$ cat config.mk
export PLATFORM = sky130hd
export DESIGN_NAME = adts_aac_deframer
export DESIGN_NICKNAME = d
export VERILOG_FILES = /design/src/rtl/adts_pkg.sv /design/src/rtl/adts_parser.sv /design/src/rtl/adts_out_buf.sv /design/src/rtl/adts_aac_deframer.sv
export SDC_FILE = /design/constraint.sdc
export NUM_CORES = 1
export LEC_CHECK = 0
export ABC_AREA = 1
export BUFFER_PORTS_ARGS = -buffer_cell sky130_fd_sc_hd__buf_4
export CAP_MARGIN = 0
export CORE_MARGIN = 4
export CORE_UTILIZATION = 37
export CTS_BUF_LIST = sky130_fd_sc_hd__clkbuf_16
export CTS_CLUSTER_DIAMETER = 30
export CTS_CLUSTER_SIZE = 25
export DETAILED_ROUTE_END_ITERATION = 8
export GPL_ROUTABILITY_DRIVEN = 0
export PLACE_DENSITY = 0.56
export SYNTH_ARGS = -nofsm -noshare
export SYNTH_HDL_FRONTEND = slang
export SYNTH_SLANG_ARGS = --single-unit
export TNS_END_PERCENT = 100
$ cat constraint.sdc
create_clock -name i_clk -period 4.8 [get_ports i_clk]
set_input_delay 0.48 -clock i_clk [delete_from_list [all_inputs] [get_ports i_clk]]
set_output_delay 0.48 -clock i_clk [all_outputs]
set_load 0.02 [all_outputs]
$ cat src/rtl/adts_pkg.sv
package adts_pkg;

    localparam int MAX_FRAME_LENGTH_DEF = 8191;
    localparam int LEN_W                = 13;

    localparam logic [7:0] SYNC_BYTE   = 8'hFF;
    localparam logic [3:0] SYNC_NIBBLE = 4'hF;

    localparam logic [3:0] HDR_SIZE_NOCRC   = 4'd7;
    localparam logic [3:0] HDR_SIZE_CRC     = 4'd9;
    localparam logic [3:0] MAX_RATE_INDEX   = 4'd11;
    localparam logic [1:0] PROFILE_RESERVED = 2'd3;
    localparam logic [1:0] CRC_BYTES        = 2'd2;

    localparam logic [1:0] CMD_DATA      = 2'd0;
    localparam logic [1:0] CMD_CLEAR     = 2'd1;
    localparam logic [1:0] CMD_CLEAR_ALL = 2'd2;

    localparam logic KIND_PAYLOAD = 1'b0;
    localparam logic KIND_ERROR   = 1'b1;

    localparam logic [2:0] ERR_NONE       = 3'd0;
    localparam logic [2:0] ERR_NO_SYNC    = 3'd1;
    localparam logic [2:0] ERR_LOST_SYNC  = 3'd2;
    localparam logic [2:0] ERR_BAD_FORMAT = 3'd3;
    localparam logic [2:0] ERR_MULTI_RAW  = 3'd4;
    localparam logic [2:0] ERR_BAD_LENGTH = 3'd5;

    typedef struct packed {
        logic       kind;
        logic [2:0] error_code;
        logic [7:0] payload_byte;
        logic       frame_last;
        logic [1:0] audio_profile;
        logic [3:0] rate_index;
        logic [2:0] channel_count;
    } t_result;

endpackage

$ cat src/rtl/adts_parser.sv
module adts_parser #(
    parameter int MAX_FRAME_LENGTH = adts_pkg::MAX_FRAME_LENGTH_DEF
) (
    input  logic              i_clk,
    input  logic              i_rst_n,
    input  logic              i_accept,
    input  logic [1:0]        i_command,
    input  logic [7:0]        i_data_byte,
    input  logic              i_end_of_chunk,
    output logic              o_res_valid,
    output adts_pkg::t_result o_res
);

    localparam int LEFT_W = $clog2(MAX_FRAME_LENGTH + 1);

    localparam logic [1:0] PH_HUNT    = 2'd0;
    localparam logic [1:0] PH_HEADER  = 2'd1;
    localparam logic [1:0] PH_CRC     = 2'd2;
    localparam logic [1:0] PH_PAYLOAD = 2'd3;

    localparam logic [2:0] HDR_LAST_IDX = 3'd6;

    logic [1:0]        r_phase, n_phase;
    logic [7:0]        r_hist0, n_hist0;
    logic [7:0]        r_hist1, n_hist1;
    logic [7:0]        r_hdr [6];
    logic [2:0]        r_hcount, n_hcount;
    logic [1:0]        r_crc, n_crc;
    logic [LEFT_W-1:0] r_left, n_left;
    logic              r_chunk_start, n_chunk_start;
    logic              r_fmt_latched, n_fmt_latched;
    logic [1:0]        r_profile, n_profile;
    logic [3:0]        r_rate, n_rate;
    logic [2:0]        r_chans, n_chans;

    logic                        hunt_load;
    logic                        hdr_we;
    logic [2:0]                  hunt_cnt;
    logic                        hunt_match;
    logic                        absent;
    logic [1:0]                  f_profile;
    logic [3:0]                  f_rate;
    logic [2:0]                  f_chans;
    logic [adts_pkg::LEN_W-1:0]  f_length;
    logic [3:0]                  hsize;
    logic                        sync_ok;
    logic                        fmt_bad;
    logic                        len_bad;
    logic [LEFT_W-1:0]           left_calc;
    logic                        res_valid;
    logic                        res_kind;
    logic [2:0]                  res_code;
    logic                        res_last;

    assign hunt_cnt   = r_chunk_start ? 3'd0 : r_hcount;
    assign hunt_match = (hunt_cnt == 3'd2) && (r_hist0 == adts_pkg::SYNC_BYTE)
                        && (r_hist1[7:4] == adts_pkg::SYNC_NIBBLE)
                        && (r_hist1[2:1] == 2'd0)
                        && !(r_hist1[3]
                             && (i_data_byte[7:6] == adts_pkg::PROFILE_RESERVED));

    assign absent    = r_hdr[1][0];
    assign f_profile = r_hdr[2][7:6];
    assign f_rate    = r_hdr[2][5:2];
    assign f_chans   = {r_hdr[2][0], r_hdr[3][7:6]};
    assign f_length  = {r_hdr[3][1:0], r_hdr[4], r_hdr[5][7:5]};
    assign hsize     = absent ? adts_pkg::HDR_SIZE_NOCRC : adts_pkg::HDR_SIZE_CRC;
    assign sync_ok   = (r_hdr[0] == adts_pkg::SYNC_BYTE)
                       && (r_hdr[1][7:4] == adts_pkg::SYNC_NIBBLE);
    assign fmt_bad   = (f_profile == adts_pkg::PROFILE_RESERVED) || (f_chans == 3'd0)
                       || (f_rate > adts_pkg::MAX_RATE_INDEX);
    assign len_bad   = (f_length < {{(adts_pkg::LEN_W-4){1'b0}}, hsize})
                       || (f_length > adts_pkg::LEN_W'(MAX_FRAME_LENGTH));
    assign left_calc = LEFT_W'(f_length - {{(adts_pkg::LEN_W-4){1'b0}}, hsize});

    always_comb begin
        n_phase       = r_phase;
        n_hist0       = r_hist0;
        n_hist1       = r_hist1;
        n_hcount      = r_hcount;
        n_crc         = r_crc;
        n_left        = r_left;
        n_chunk_start = r_chunk_start;
        n_fmt_latched = r_fmt_latched;
        n_profile     = r_profile;
        n_rate        = r_rate;
        n_chans       = r_chans;
        hunt_load     = 1'b0;
        hdr_we        = 1'b0;
        res_valid     = 1'b0;
        res_kind      = adts_pkg::KIND_ERROR;
        res_code      = adts_pkg::ERR_NONE;
        res_last      = 1'b0;

        if (i_accept) begin
            if ((i_command == adts_pkg::CMD_CLEAR) || (i_command == adts_pkg::CMD_CLEAR_ALL)) begin
                n_phase       = PH_HUNT;
                n_hcount      = 3'd0;
                n_crc         = 2'd0;
                n_left        = '0;
                n_chunk_start = 1'b1;
                if (i_command == adts_pkg::CMD_CLEAR_ALL) begin
                    n_fmt_latched = 1'b0;
                    n_profile     = 2'd0;
                    n_rate        = 4'd0;
                    n_chans       = 3'd0;
                end
            end else if (i_command == adts_pkg::CMD_DATA) begin
                n_chunk_start = i_end_of_chunk;
                unique case (r_phase)
                    PH_HUNT: begin
                        if (hunt_match) begin
                            hunt_load = 1'b1;
                            n_hcount  = 3'd3;
                            n_phase   = PH_HEADER;
                        end else begin
                            // fill history, then slide it
                            if (hunt_cnt == 3'd0) begin
                                n_hist0  = i_data_byte;
                                n_hcount = 3'd1;
                            end else if (hunt_cnt == 3'd1) begin
                                n_hist1  = i_data_byte;
                                n_hcount = 3'd2;
                            end else begin
                                n_hist0  = r_hist1;
                                n_hist1  = i_data_byte;
                                n_hcount = hunt_cnt;
                            end
                            if (i_end_of_chunk) begin
                                n_hcount  = 3'd0;
                                res_valid = 1'b1;
                                res_code  = adts_pkg::ERR_NO_SYNC;
                            end
                        end
                    end
                    PH_HEADER: begin
                        if (r_hcount == 3'd7) begin
                            n_phase  = PH_HUNT;
                            n_hcount = 3'd0;
                        end else if (r_hcount != HDR_LAST_IDX) begin
                            hdr_we   = 1'b1;
                            n_hcount = r_hcount + 3'd1;
                        end else begin
                            n_hcount = 3'd7;
                            if (sync_ok && !r_fmt_latched && !fmt_bad) begin
                                n_fmt_latched = 1'b1;
                                n_profile     = f_profile;
                                n_rate        = f_rate;
                                n_chans       = f_chans;
                            end
                            priority if (!sync_ok) begin
                                res_code = adts_pkg::ERR_LOST_SYNC;
                            end else if (!r_fmt_latched && fmt_bad) begin
                                res_code = adts_pkg::ERR_BAD_FORMAT;
                            end else if (i_data_byte[1:0] != 2'd0) begin
                                res_code = adts_pkg::ERR_MULTI_RAW;
                            end else if (len_bad) begin
                                res_code = adts_pkg::ERR_BAD_LENGTH;
                            end else begin
                                res_code = adts_pkg::ERR_NONE;
                            end
                            if (res_code != adts_pkg::ERR_NONE) begin
                                // drop the header, keep hunting in this chunk
                                res_valid = 1'b1;
                                n_phase   = PH_HUNT;
                                n_hcount  = 3'd0;
                            end else begin
                                n_left = left_calc;
                                if (!absent) begin
                                    n_phase = PH_CRC;
                                    n_crc   = adts_pkg::CRC_BYTES;
                                end else if (left_calc == '0) begin
                                    n_phase  = i_end_of_chunk ? PH_HUNT : PH_HEADER;
                                    n_hcount = 3'd0;
                                end else begin
                                    n_phase = PH_PAYLOAD;
                                end
                            end
                        end
                    end
                    PH_CRC: begin
                        n_crc = (r_crc != 2'd0) ? r_crc - 2'd1 : 2'd0;
                        if (n_crc == 2'd0) begin
                            if (r_left == '0) begin
                                n_phase  = i_end_of_chunk ? PH_HUNT : PH_HEADER;
                                n_hcount = 3'd0;
                            end else begin
                                n_phase = PH_PAYLOAD;
                            end
                        end
                    end
                    PH_PAYLOAD: begin
                        n_left    = (r_left != '0) ? r_left - LEFT_W'(1) : '0;
                        res_valid = 1'b1;
                        res_kind  = adts_pkg::KIND_PAYLOAD;
                        if (n_left == '0) begin
                            res_last = 1'b1;
                            n_phase  = i_end_of_chunk ? PH_HUNT : PH_HEADER;
                            n_hcount = 3'd0;
                        end
                    end
                    default: begin
                        n_phase = PH_HUNT;
                    end
                endcase
            end
        end
    end

    assign o_res_valid          = res_valid;
    assign o_res.kind           = res_kind;
    assign o_res.error_code     = res_code;
    assign o_res.payload_byte   = (res_kind == adts_pkg::KIND_PAYLOAD) ? i_data_byte : 8'd0;
    assign o_res.frame_last     = res_last;
    assign o_res.audio_profile  = n_profile;
    assign o_res.rate_index     = n_rate;
    assign o_res.channel_count  = n_chans;

    always_ff @(posedge i_clk) begin
        if (!i_rst_n) begin
            r_phase       <= PH_HUNT;
            r_hist0       <= 8'd0;
            r_hist1       <= 8'd0;
            r_hcount      <= 3'd0;
            r_crc         <= 2'd0;
            r_left        <= '0;
            r_chunk_start <= 1'b1;
            r_fmt_latched <= 1'b0;
            r_profile     <= 2'd0;
            r_rate        <= 4'd0;
            r_chans       <= 3'd0;
        end else begin
            r_phase       <= n_phase;
            r_hist0       <= n_hist0;
            r_hist1       <= n_hist1;
            r_hcount      <= n_hcount;
            r_crc         <= n_crc;
            r_left        <= n_left;
            r_chunk_start <= n_chunk_start;
            r_fmt_latched <= n_fmt_latched;
            r_profile     <= n_profile;
            r_rate        <= n_rate;
            r_chans       <= n_chans;
        end
    end

    always_ff @(posedge i_clk) begin
        if (hunt_load) begin
            r_hdr[0] <= r_hist0;
            r_hdr[1] <= r_hist1;
            r_hdr[2] <= i_data_byte;
        end else if (hdr_we) begin
            r_hdr[r_hcount] <= i_data_byte;
        end
    end

endmodule

$ cat src/rtl/adts_out_buf.sv
module adts_out_buf (
    input  logic              i_clk,
    input  logic              i_rst_n,
    input  logic              i_res_valid,
    input  adts_pkg::t_result i_res,
    input  logic              i_stall,
    output logic              o_valid,
    output adts_pkg::t_result o_res,
    output logic              o_stall
);

    logic              r_out_valid;
    adts_pkg::t_result r_out;
    logic              r_skid_valid;
    adts_pkg::t_result r_skid;
    logic              out_take;

    assign out_take = r_out_valid && !i_stall;

    always_ff @(posedge i_clk) begin
        if (!i_rst_n) begin
            r_out_valid  <= 1'b0;
            r_skid_valid <= 1'b0;
        end else if (r_skid_valid) begin
            // input side is stalled; drain the skid word first
            if (out_take) begin
                r_out_valid  <= 1'b1;
                r_skid_valid <= 1'b0;
            end
        end else if (!r_out_valid || out_take) begin
            r_out_valid <= i_res_valid;
        end else if (i_res_valid) begin
            r_skid_valid <= 1'b1;
        end
    end

    always_ff @(posedge i_clk) begin
        if (r_skid_valid) begin
            if (out_take) begin
                r_out <= r_skid;
            end
        end else if (!r_out_valid || out_take) begin
            if (i_res_valid) begin
                r_out <= i_res;
            end
        end else if (i_res_valid) begin
            r_skid <= i_res;
        end
    end

    assign o_valid = r_out_valid;
    assign o_res   = r_out;
    assign o_stall = r_skid_valid;

endmodule

$ cat src/rtl/adts_aac_deframer.sv
// ADTS AAC deframer: takes one stream byte (or a clear command) per cycle while
// o_stall is low and returns payload bytes and error reports from an output
// register. All parsing is one state update per byte, so the block sustains
// one byte per clock while o_stall is low. A two-word output buffer (output
// register plus skid word) lets it keep taking bytes while a result waits;
// o_stall rises only when both words are held and drops as soon as the output
// side takes one. No clearing pass is needed after reset.
module adts_aac_deframer #(
    parameter int MAX_FRAME_LENGTH = adts_pkg::MAX_FRAME_LENGTH_DEF
) (
    input  logic       i_clk,
    input  logic       i_rst_n,
    input  logic       i_valid,
    output logic       o_stall,
    input  logic [1:0] i_command,
    input  logic [7:0] i_data_byte,
    input  logic       i_end_of_chunk,
    output logic       o_valid,
    input  logic       i_stall,
    output logic       o_kind,
    output logic [2:0] o_error_code,
    output logic [7:0] o_payload_byte,
    output logic       o_frame_last,
    output logic [1:0] o_audio_profile,
    output logic [3:0] o_rate_index,
    output logic [2:0] o_channel_count
);

    logic              accept;
    logic              res_valid;
    adts_pkg::t_result res;
    adts_pkg::t_result out_res;

    assign accept = i_valid && !o_stall;

    adts_parser #(
        .MAX_FRAME_LENGTH(MAX_FRAME_LENGTH)
    ) u_parser (
        .i_clk          (i_clk),
        .i_rst_n        (i_rst_n),
        .i_accept       (accept),
        .i_command      (i_command),
        .i_data_byte    (i_data_byte),
        .i_end_of_chunk (i_end_of_chunk),
        .o_res_valid    (res_valid),
        .o_res          (res)
    );

    adts_out_buf u_out_buf (
        .i_clk       (i_clk),
        .i_rst_n     (i_rst_n),
        .i_res_valid (res_valid),
        .i_res       (res),
        .i_stall     (i_stall),
        .o_valid     (o_valid),
        .o_res       (out_res),
        .o_stall     (o_stall)
    );

    assign o_kind          = out_res.kind;
    assign o_error_code    = out_res.error_code;
    assign o_payload_byte  = out_res.payload_byte;
    assign o_frame_last    = out_res.frame_last;
    assign o_audio_profile = out_res.audio_profile;
    assign o_rate_index    = out_res.rate_index;
    assign o_channel_count = out_res.channel_count;

endmodule

==> metrics.txt <==
# fillers approximately 1800; area grow syn2layout 15.9%; Inserted Clock Buffers 17; worst skew pair latency 420 ps; crit path kind reg2reg; Synth area leader edfxtp_1; max-slew violation count 0; WL final ~17000 µm; period utilisation layout 0.641; pin count of the biggest net entering global routing 36; sequential share of power 0.418; endpoints failing setup 0; Hold Crit Class in2reg; total power 0.00288 W; syn_nets about 800; Worst Path Required between 4000 and 5000 ps; Peak VDD IR between 0.0002 and 0.0003 V; Psw 0.000768 W; Antenna Nets Post-Route 0; Hold Vio Cnt, Final 0; dpl ws around 1700 ps; setup TNS 0 ps; Max Clk Rate 325 MHz; Clk pin slew, worst setup/hold paths approximately 50 ps; M3 GR Usage 0.0445; die width between 100 and 150 µm; # rows 48; first-pass GRT wire length roughly 27000 µm; top-area cell type share of the netlist area 0.358; clk root buf clkbuf_16; CP Data Arrival Time just over 3000 ps; Post-CTS Hold Buffers 0; r2r endpoint u_out_buf.r_skid[9]; Resized Gates After CTS 0; share of power burned in the clock network 0.454; share of layout cells above drive strength 1 0.130; crit path capture type register; Post-Syn Area 6630 µm²; Ports 39; final critical-path required period 3080 ps; Worst-Margin Slew approximately 1200 ps; clk_skew roughly 11 ps; R2R cell count 13; crit-path max FO 22; post-synthesis area per instance approximately 8.4 µm²; clk buf depth 2; asr flop ratio synth 0; Vias/cell about 5.0; sequential area share after synthesis 0.506; CORE AREA ~17000 µm²; GR peak layer met2; Post-synth EDFFs 79; wire per inst approximately 16 µm; P per Cell Area 375 nW/µm²; CTS tree done; startpoint types register; met1 Track Usage GR 0.246; met2 usage 0.260; Num Clock Sinks about 130; Placed Cells roughly 1000; DP HPWL approximately 12000 µm; leak pwr approximately 3.1 nW; Post-DP Area 7090 µm²; register-to-register setup slack 1720 ps; worst path cell trace inv_1 -> ha_1 -> nand3_1 -> nand3_1 -> nand2_2 -> nand4_1 -> inv_1 -> a21oi_2 -> nand2_2 -> a21oi_1 -> o21ai_0 -> nand3_1 -> inv_1; Initial Util 0.381; Die Y about 140 µm; outcome finished, final reports clean; Slew Limit Headroom 0.186; Pre-antenna DRT Iters 5; # diodes 0; max_cap viols 0; First DRT Iteration DRCs between 400 and 500; H-tree depth 4; Synth Instances 790; crit path from u_parser.r_hdr[1][0]; Vias between 5000 and 6000; fin area 7690 µm²; slowest stage delay, CP around 710 ps; RSZ-0062 raised after global routing false; Comb pwr share 0.128; Final Non-Filler Cells between 1000 and 1500; worst-path cell with the longest stage delay inv_1; CP Capture Point u_out_buf.r_skid[9]; initial antenna violation count 0; Syn. warnings 0; Post-CTS Repair Setup Buffers 0; Synth Register Bits between 100 and 150; Port Buf Inserts 38; total gr overflow 0; r2r startpoint u_parser.r_hdr[1][0]; residual DRC count 0; largest cells by area after synthesis edfxtp_1 (36%), dfxtp_1 (15%), nand2_1 (8.0%); ys flop type edfxtp_1; fin nets 857; vias in the first global route about 5000; gr usage total 0.173; setup ws final between 1500 and 2000 ps; sw frac 0.267; die area about 20000 µm²; post-synth cell types 43; internal power approximately 0.0021 W
## metrics by stage
stage,hold WS (ps),utilization
4_1_cts,283,0.441
2_1_floorplan,438,-
6_report,307,0.441
3_5_place_dp,464,0.407
5_1_grt,295,0.441
3_3_place_gp,460,0.407
## cells in the mapped netlist, types with 3 or more instances
| master | number |
|---|---|
| buf_6 | 3 |
| nor2_4 | 4 |
| xor2_1 | 5 |
| inv_2 | 3 |
| nand3_1 | 40 |
| o21ai_1 | 10 |
| ha_1 | 15 |
| dfxtp_1 | 49 |
| o21ai_0 | 77 |
| nor3_1 | 9 |
| nor2_2 | 7 |
| clkbuf_1 | 12 |
| inv_1 | 101 |
| buf_2 | 6 |
| a211oi_1 | 24 |
| nand3_2 | 8 |
| a21oi_1 | 42 |
| nor4_1 | 3 |
| o22ai_1 | 3 |
| nand2_1 | 141 |
| nor2_1 | 99 |
| edfxtp_1 | 79 |
| nand2_2 | 10 |
| nand4_1 | 15 |
## routing by layer
layer  routed length (µm)  share of wire  up-vias
met5                    0              0        -
met4                  150         0.0090        0
met3                  871          0.052        9
met2                 7360           0.44      119
met1                 8320           0.50     2456
li1                     -              -     2738
## power by group through the flow
stage	clock network, W	registers [W]	logic [W]
finish	0.00131	0.00120	0.000369
global route	0.00137	0.00121	0.000420
CTS	0.00133	0.00120	0.000368
detailed placement	0	0.00123	0.000365
global placement	0	0.00123	0.000366
floorplan	0	0.00122	0.000282
## critical path, delay by kind of cell (launching register included)
| kind | cells | cell delay (ps) |
|---|---|---|
| flip-flops | 1 | 480 |
| AND/OR/NAND/NOR | 6 | 670 |
| adder cells (fa/ha/maj) | 1 | 290 |
| buffers and inverters | 3 | 960 |
| AO/OA/AOI/OAI | 3 | 280 |
## layout make-up
cell class	count	area, µm²	share of cell area
sequential	128	3350	0.436
multi-input combinational	532	2750	0.358
clock buffer	17	425	0.0553
inverter	106	398	0.0518
timing repair buffer	41	308	0.0400
tap	225	282	0.0366
clock inverter	15	166	0.0217
## placed cells by master, fill, tap and decap left out, types with 2 or more instances in the layout
cell type / netlist / final
clkbuf_16: 0 / 17
inv_2: 3 / 3
o21ai_0: 77 / 76
o22ai_1: 3 / 3
nor4_1: 3 / 3
o21ai_1: 10 / 10
nand3_2: 8 / 8
dfxtp_1: 49 / 49
clkinv_2: 0 / 3
nor2_2: 7 / 7
nand4_1: 15 / 15
a31oi_1: 2 / 2
o21ai_2: 2 / 3
nand3_1: 40 / 40
inv_1: 101 / 102
nor3_1: 9 / 9
bufinv_16: 0 / 3
ha_1: 15 / 15
clkinv_1: 2 / 4
nand2_1: 141 / 141
nand3b_1: 2 / 2
edfxtp_1: 79 / 79
xor2_1: 5 / 5
buf_4: 2 / 41
a21oi_1: 42 / 42
nor2_4: 4 / 4
clkinvlp_4: 0 / 2
a211oi_1: 24 / 24
inv_6: 0 / 3
nand2_2: 10 / 10
and3b_1: 2 / 2
nor2_1: 99 / 99
## logic make-up after synthesis
| group | Yosys count | share of synthesized area |
|---|---|---|
| AOI/OAI and AO/OA | 167 | 0.142 |
| xor gates and xnor gates | 6 | 0.00793 |
| adders and majority gates | 16 | 0.0313 |
| and+or+nand+nor | 343 | 0.234 |
| buffers and inverters | 130 | 0.0793 |
| DFF | 128 | 0.506 |
## worst min path at each step
stage	startpoint	cells past startpoint	slack, ps	endpoint
finish	i_data_byte[1]	1	310	u_parser.r_hdr[4][1]
CTS	i_data_byte[1]	1	280	u_parser.r_hdr[4][1]
floorplan	u_parser.r_hist1[0]	2	440	u_parser.r_hist1[0]
detailed placement	u_parser.r_hist1[0]	2	460	u_parser.r_hist1[0]
global placement	u_parser.r_hist1[0]	2	460	u_parser.r_hist1[0]
global route	i_data_byte[1]	1	300	u_parser.r_hdr[4][1]
## flip-flops by register name (all words and copies together) (netlist names), 3 cells and up
signal,cells
u_out_buf.r_skid,22
u_parser.r_hdr,35
u_parser.r_left,13
u_parser.r_hcount,3
u_parser.r_chans,3
u_parser.r_hist1,8
u_parser.r_rate,4
u_out_buf.o_res,22
u_parser.r_hist0,8
(Power assumes the default switching activity.)
